===== config.mk =====
export PLATFORM = sky130hd
export DESIGN_NAME = rsi_sqrt_pipe
export DESIGN_NICKNAME = d
export VERILOG_FILES = /design/src/hdl/rsi_sqrt_pipe.sv
export SDC_FILE = /design/constraint.sdc
export NUM_CORES = 2
export LEC_CHECK = 0
export ABC_AREA = 0
export BUFFER_PORTS_ARGS = -buffer_cell sky130_fd_sc_hd__buf_2
export CORE_ASPECT_RATIO = 1.2
export CORE_MARGIN = 8
export CORE_UTILIZATION = 40
export DETAILED_ROUTE_END_ITERATION = 6
export GPL_ROUTABILITY_DRIVEN = 0
export HOLD_SLACK_MARGIN = 0.03
export PLACE_DENSITY = 0.65
export RECOVER_POWER = 100
export SLEW_MARGIN = 20
export SYNTH_ARGS = -nofsm -noshare
export SYNTH_HDL_FRONTEND = slang
export SYNTH_SLANG_ARGS = --single-unit

===== constraint.sdc =====
create_clock -name clk_i -period 7.5 [get_ports clk_i]
set_input_delay 0.375 -clock clk_i [delete_from_list [all_inputs] [get_ports clk_i]]
set_output_delay 0.375 -clock clk_i [all_outputs]
set_load 0.05 [all_outputs]

===== src/hdl/rsi_sqrt_pipe.sv =====
// ----------------------------------------------------------------------------
// Pipelined integer square root
// Floor square root, one result bit per register stage, with a side payload
// that travels alongside.
// ----------------------------------------------------------------------------
`default_nettype none

module rsi_sqrt_pipe #(
  parameter int OUT_W  = 31,
  parameter int SIDE_W = 8
) (
  input  wire logic                 clk_i,
  input  wire logic                 rst_ni,
  input  wire logic                 en_i,
  input  wire logic                 vld_i,
  input  wire logic [2*OUT_W-1:0]   rad_i,
  input  wire logic [SIDE_W-1:0]    side_i,
  output logic                      vld_o,
  output logic [OUT_W-1:0]          root_o,
  output logic [SIDE_W-1:0]         side_o
);

  localparam int RW = 2 * OUT_W + 1;

  logic              vld_q  [OUT_W];
  logic [RW-1:0]     rem_q  [OUT_W];
  logic [OUT_W-1:0]  root_q [OUT_W];
  logic [SIDE_W-1:0] side_q [OUT_W];

  for (genvar k = 0; k < OUT_W; k++) begin : g_stage
    localparam int B = OUT_W - 1 - k;
    logic              vld_c;
    logic [RW-1:0]     rem_c;
    logic [OUT_W-1:0]  root_c;
    logic [SIDE_W-1:0] side_c;
    logic [RW-1:0]     trial;
    logic              take;

    if (k == 0) begin : g_first
      assign vld_c  = vld_i;
      assign rem_c  = RW'(rad_i);
      assign root_c = '0;
      assign side_c = side_i;
    end else begin : g_next
      assign vld_c  = vld_q[k-1];
      assign rem_c  = rem_q[k-1];
      assign root_c = root_q[k-1];
      assign side_c = side_q[k-1];
    end

    // Bits of the partial root lie above B, so the two terms never overlap.
    assign trial = (RW'(root_c) << (B + 1)) + (RW'(1) << (2 * B));
    assign take  = (rem_c >= trial);

    always_ff @(posedge clk_i or negedge rst_ni) begin
      if (!rst_ni) begin
        vld_q[k] <= 1'b0;
      end else if (en_i) begin
        vld_q[k] <= vld_c;
      end
    end

    always_ff @(posedge clk_i) begin
      if (en_i) begin
        rem_q[k]  <= take ? (rem_c - trial) : rem_c;
        root_q[k] <= take ? (root_c | (OUT_W'(1) << B)) : root_c;
        side_q[k] <= side_c;
      end
    end
  end

  assign vld_o  = vld_q[OUT_W-1];
  assign root_o = root_q[OUT_W-1];
  assign side_o = side_q[OUT_W-1];

endmodule

`default_nettype wire


==> results_dict.tcl <==
set metrics [dict create \
    outcome "complete, but fails checks" \
    violations "DRC, capacitance limit, slew limit" \
    total_clock_buffers_created_by_cts 282 \
    cp_num_buf_inv 4 \
    dp_hpwl_mm 203 \
    postCtsSetupRepairBufs 0 \
    final_cell_area_mm2 0.138 \
    yosysWarnings 0 \
    timing_worst_slew_pin_value_ps 6220 \
    final.period_utilization 0.828 \
    gr-usage-all-layers 0.163 \
    cts.clk_slew.worst_paths_ps 60 \
    fin_tns_setup_ps 0 \
    final_setup_viols 0 \
    critical_path.startpoint_type "input pin" \
    fp.dieH_um 622 \
    floorplan.initialDensity 0.402 \
    postRouteAntennaNets 0 \
    multi_input_area_mm2 0.0397 \
    critical_path.max_fanout 95 \
    total_number_of_clock_tree_sinks 2665 \
    ratio_of_cells_with_drive_above_1_in_the_final_layout 0.0640 \
    grt-ovfl-total 0 \
    end_kind "flop" \
    max-slew-margin-rel -3.15 \
    report.final.hold_viol_count 0 \
    clk_path_buf_depth 4 \
    timing.critical_path.cells "dlygate4sd3_1 -> buf_12 -> clkbuf_1 -> clkbuf_2" \
    antenna_violations_before_repair 5 \
    hold_class "input pin to flop" \
    first_global_vias 78200 \
    critical-path-slowest-cell "sky130_fd_sc_hd__clkbuf_1" \
    async_flop_share 0.0116 \
    post_route_drc 1 \
    ioPinCount 114 \
    chipWidth_um 521 \
    seqCellArea_mm2 0.0799 \
    leakage_nw 50.9 \
    synthesis.nets 9940 \
    max_cap_viol_count 23 \
    io_buffer_count 113 \
    ys_seq_area_frac 0.652 \
    worstSetupPathType "input pin to flop" \
    cts_repair_resize_count 0 \
    power.density_mw_per_mm2 299 \
    fp.coreArea_mm2 0.305 \
    grt_setup_unrepaired "no" \
    timing.critical_path.slowest_cell_delay_ps 3600 \
    drt_first_pass_iters 7 \
    syn-instance-count 9341 \
    finalWirelength_mm 276 \
    hold_buffers 74 \
    drtIter0Drc 5540 \
    synth_edf_count 2634 \
    worst-endpoint-arrival_ps 6670 \
    cts_root_buf "sky130_fd_sc_hd__clkbuf_16" \
    dr_total_vias 74800 \
    route.detailed.vias_per_inst 5.37 \
    final_nets 10300 \
    ys.flop_type "sky130_fd_sc_hd__edfxtp_1" \
    grt_pass1_wl_mm 422 \
    cts_htree_levels 5 \
    worstPathRequired_ps 7960 \
    floorplan.die_area_mm2 0.324 \
    avgSynthCellArea_um2 13.1 \
    syn_to_final_growth_pct 12.3 \
    routedWlPerCell_um 19.8 \
    standard_cell_row_count 222 \
    finClkSkew_ps 128 \
    filler_cells 26400 \
    synth.cell_area_mm2 0.123 \
    post_synth_num_cell_types 90 \
    dominant_delay_contributor_by_cell_family_on_the_critical_path "buffers and inverters" \
    min_period_ps 6210 \
    vdd.ir_drop.worst_uv 239 \
    placement.cell_area_mm2 0.128 \
    drv_slew 1562 \
    tritoncts "done" \
    synth_seq_cells 2665 \
    maxClockFrequency_ghz 0.161 \
    worst_skew_late_latency_ps 880 \
    grt_start_max_net_pins 202 \
]
## synth_stat cells (95+ instances only)
library cell | n | share of area
sky130_fd_sc_hd__nand3_1 | 150 | 0.0061
sky130_fd_sc_hd__nor2_1 | 620 | 0.019
sky130_fd_sc_hd__o21ai_0 | 384 | 0.016
sky130_fd_sc_hd__xor2_1 | 431 | 0.031
sky130_fd_sc_hd__nand2b_1 | 117 | 0.0060
sky130_fd_sc_hd__mux2_2 | 108 | 0.0099
sky130_fd_sc_hd__ha_1 | 525 | 0.054
sky130_fd_sc_hd__xnor2_1 | 410 | 0.029
sky130_fd_sc_hd__nor3_1 | 249 | 0.010
sky130_fd_sc_hd__inv_1 | 647 | 0.020
sky130_fd_sc_hd__nor4_1 | 330 | 0.017
sky130_fd_sc_hd__o21a_1 | 95 | 0.0058
sky130_fd_sc_hd__a21oi_1 | 573 | 0.023
sky130_fd_sc_hd__a21o_1 | 225 | 0.014
sky130_fd_sc_hd__clkbuf_1 | 137 | 0.0042
sky130_fd_sc_hd__edfxtp_1 | 2634 | 0.65
sky130_fd_sc_hd__or3_1 | 103 | 0.0053
sky130_fd_sc_hd__nand2_1 | 537 | 0.016
sky130_fd_sc_hd__nand4_1 | 146 | 0.0075
## layer usage
metal / track usage / vias up / part of all wire
met2: 0.340 / 2014 / 0.57
met5: 0 / - / 0
li1: - / 35800 / -
met1: 0.139 / 36200 / 0.31
met3: 0.0229 / 823 / 0.036
met4: 0.109 / 0 / 0.076
## worst paths after layout
check	end	cells past startpoint	startpoint	slack (ps)
worst max-delay path	rem_q[0][454]	4	en_i	1290
worst min-delay path	rem_q[0][13]	2	rad_i[13]	210
worst max register to register	rem_q[3][45]	11	rem_q[2][485]	1360
worst min register to register	rem_q[1][27]	0	rem_q[0][468]	390
max in group asynchronous	g_stage[10].vld_c	2	rst_ni	6000
min in group asynchronous	g_stage[22].vld_c	2	rst_ni	560
## power by group
part / internal [W] / leakage, nW / switching, W / total [W]
logic: 0.00315 / 20.8 / 0.00453 / 0.00767
clock network: 0.00783 / 4.33 / 0.00571 / 0.0135
registers: 0.0187 / 25.8 / 0.00125 / 0.0200
total: 0.0297 / 50.9 / 0.0115 / 0.0412
## state kept, by name (all words and copies together) (netlist names)
register / cells
root_q: 496
rem_q: 1890
vld_o: 1
g_stage.vld_c: 30
side_q: 248
## area by class of cell
type	count	share of cell area
clock inverter	160	0.0114
multi-input combinational	5854	0.289
inverter	649	0.0177
sequential	2665	0.580
tap	4032	0.0367
clock buffer	336	0.0534
timing repair buffer	245	0.0117
antenna	6	0.000109
## cells by family (layout without fill, tap and decap cells)
logic type,Yosys count,count (layout),share of synthesized area
and+or+nand+nor,2702,2702,0.114
DFF,2665,2665,0.652
AOI/OAI and AO/OA,1663,1663,0.0839
xor gates and xnor gates,841,841,0.0601
buffers and inverters,822,1390,0.0254
adders and majority gates,525,525,0.0536
muxes,123,123,0.0111
other,0,6,0
## stage by stage
step | power, W | hold WS (ps) | worst slack [ps] | cells | utilization
6_report | 0.0412 | 211 | 1290 | 13900 | 0.452
5_1_grt | 0.0430 | 163 | 932 | 13900 | 0.452
4_1_cts | 0.0414 | 114 | 1850 | 13900 | 0.453
3_5_place_dp | 0.0278 | 405 | 1860 | 13400 | 0.421
3_3_place_gp | 0.0274 | 400 | 1910 | 13400 | 0.421
2_1_floorplan | 0.0253 | 79.4 | 3670 | 9341 | -
## cells in the final DEF (no fill, tap or decap), drive strengths merged, types with 103 or more instances in the layout
cell type  count
nor2         620
or3          103
inv          663
a21oi        573
nand2        537
nand2b       117
edfxtp      2634
clkinv       109
a21o         225
nor3         250
clkbuf       466
xnor2        410
xor2         431
nand3        150
nor4         330
o21ai        387
mux2         108
ha           525
nand4        147
(Power assumes the default switching activity.)
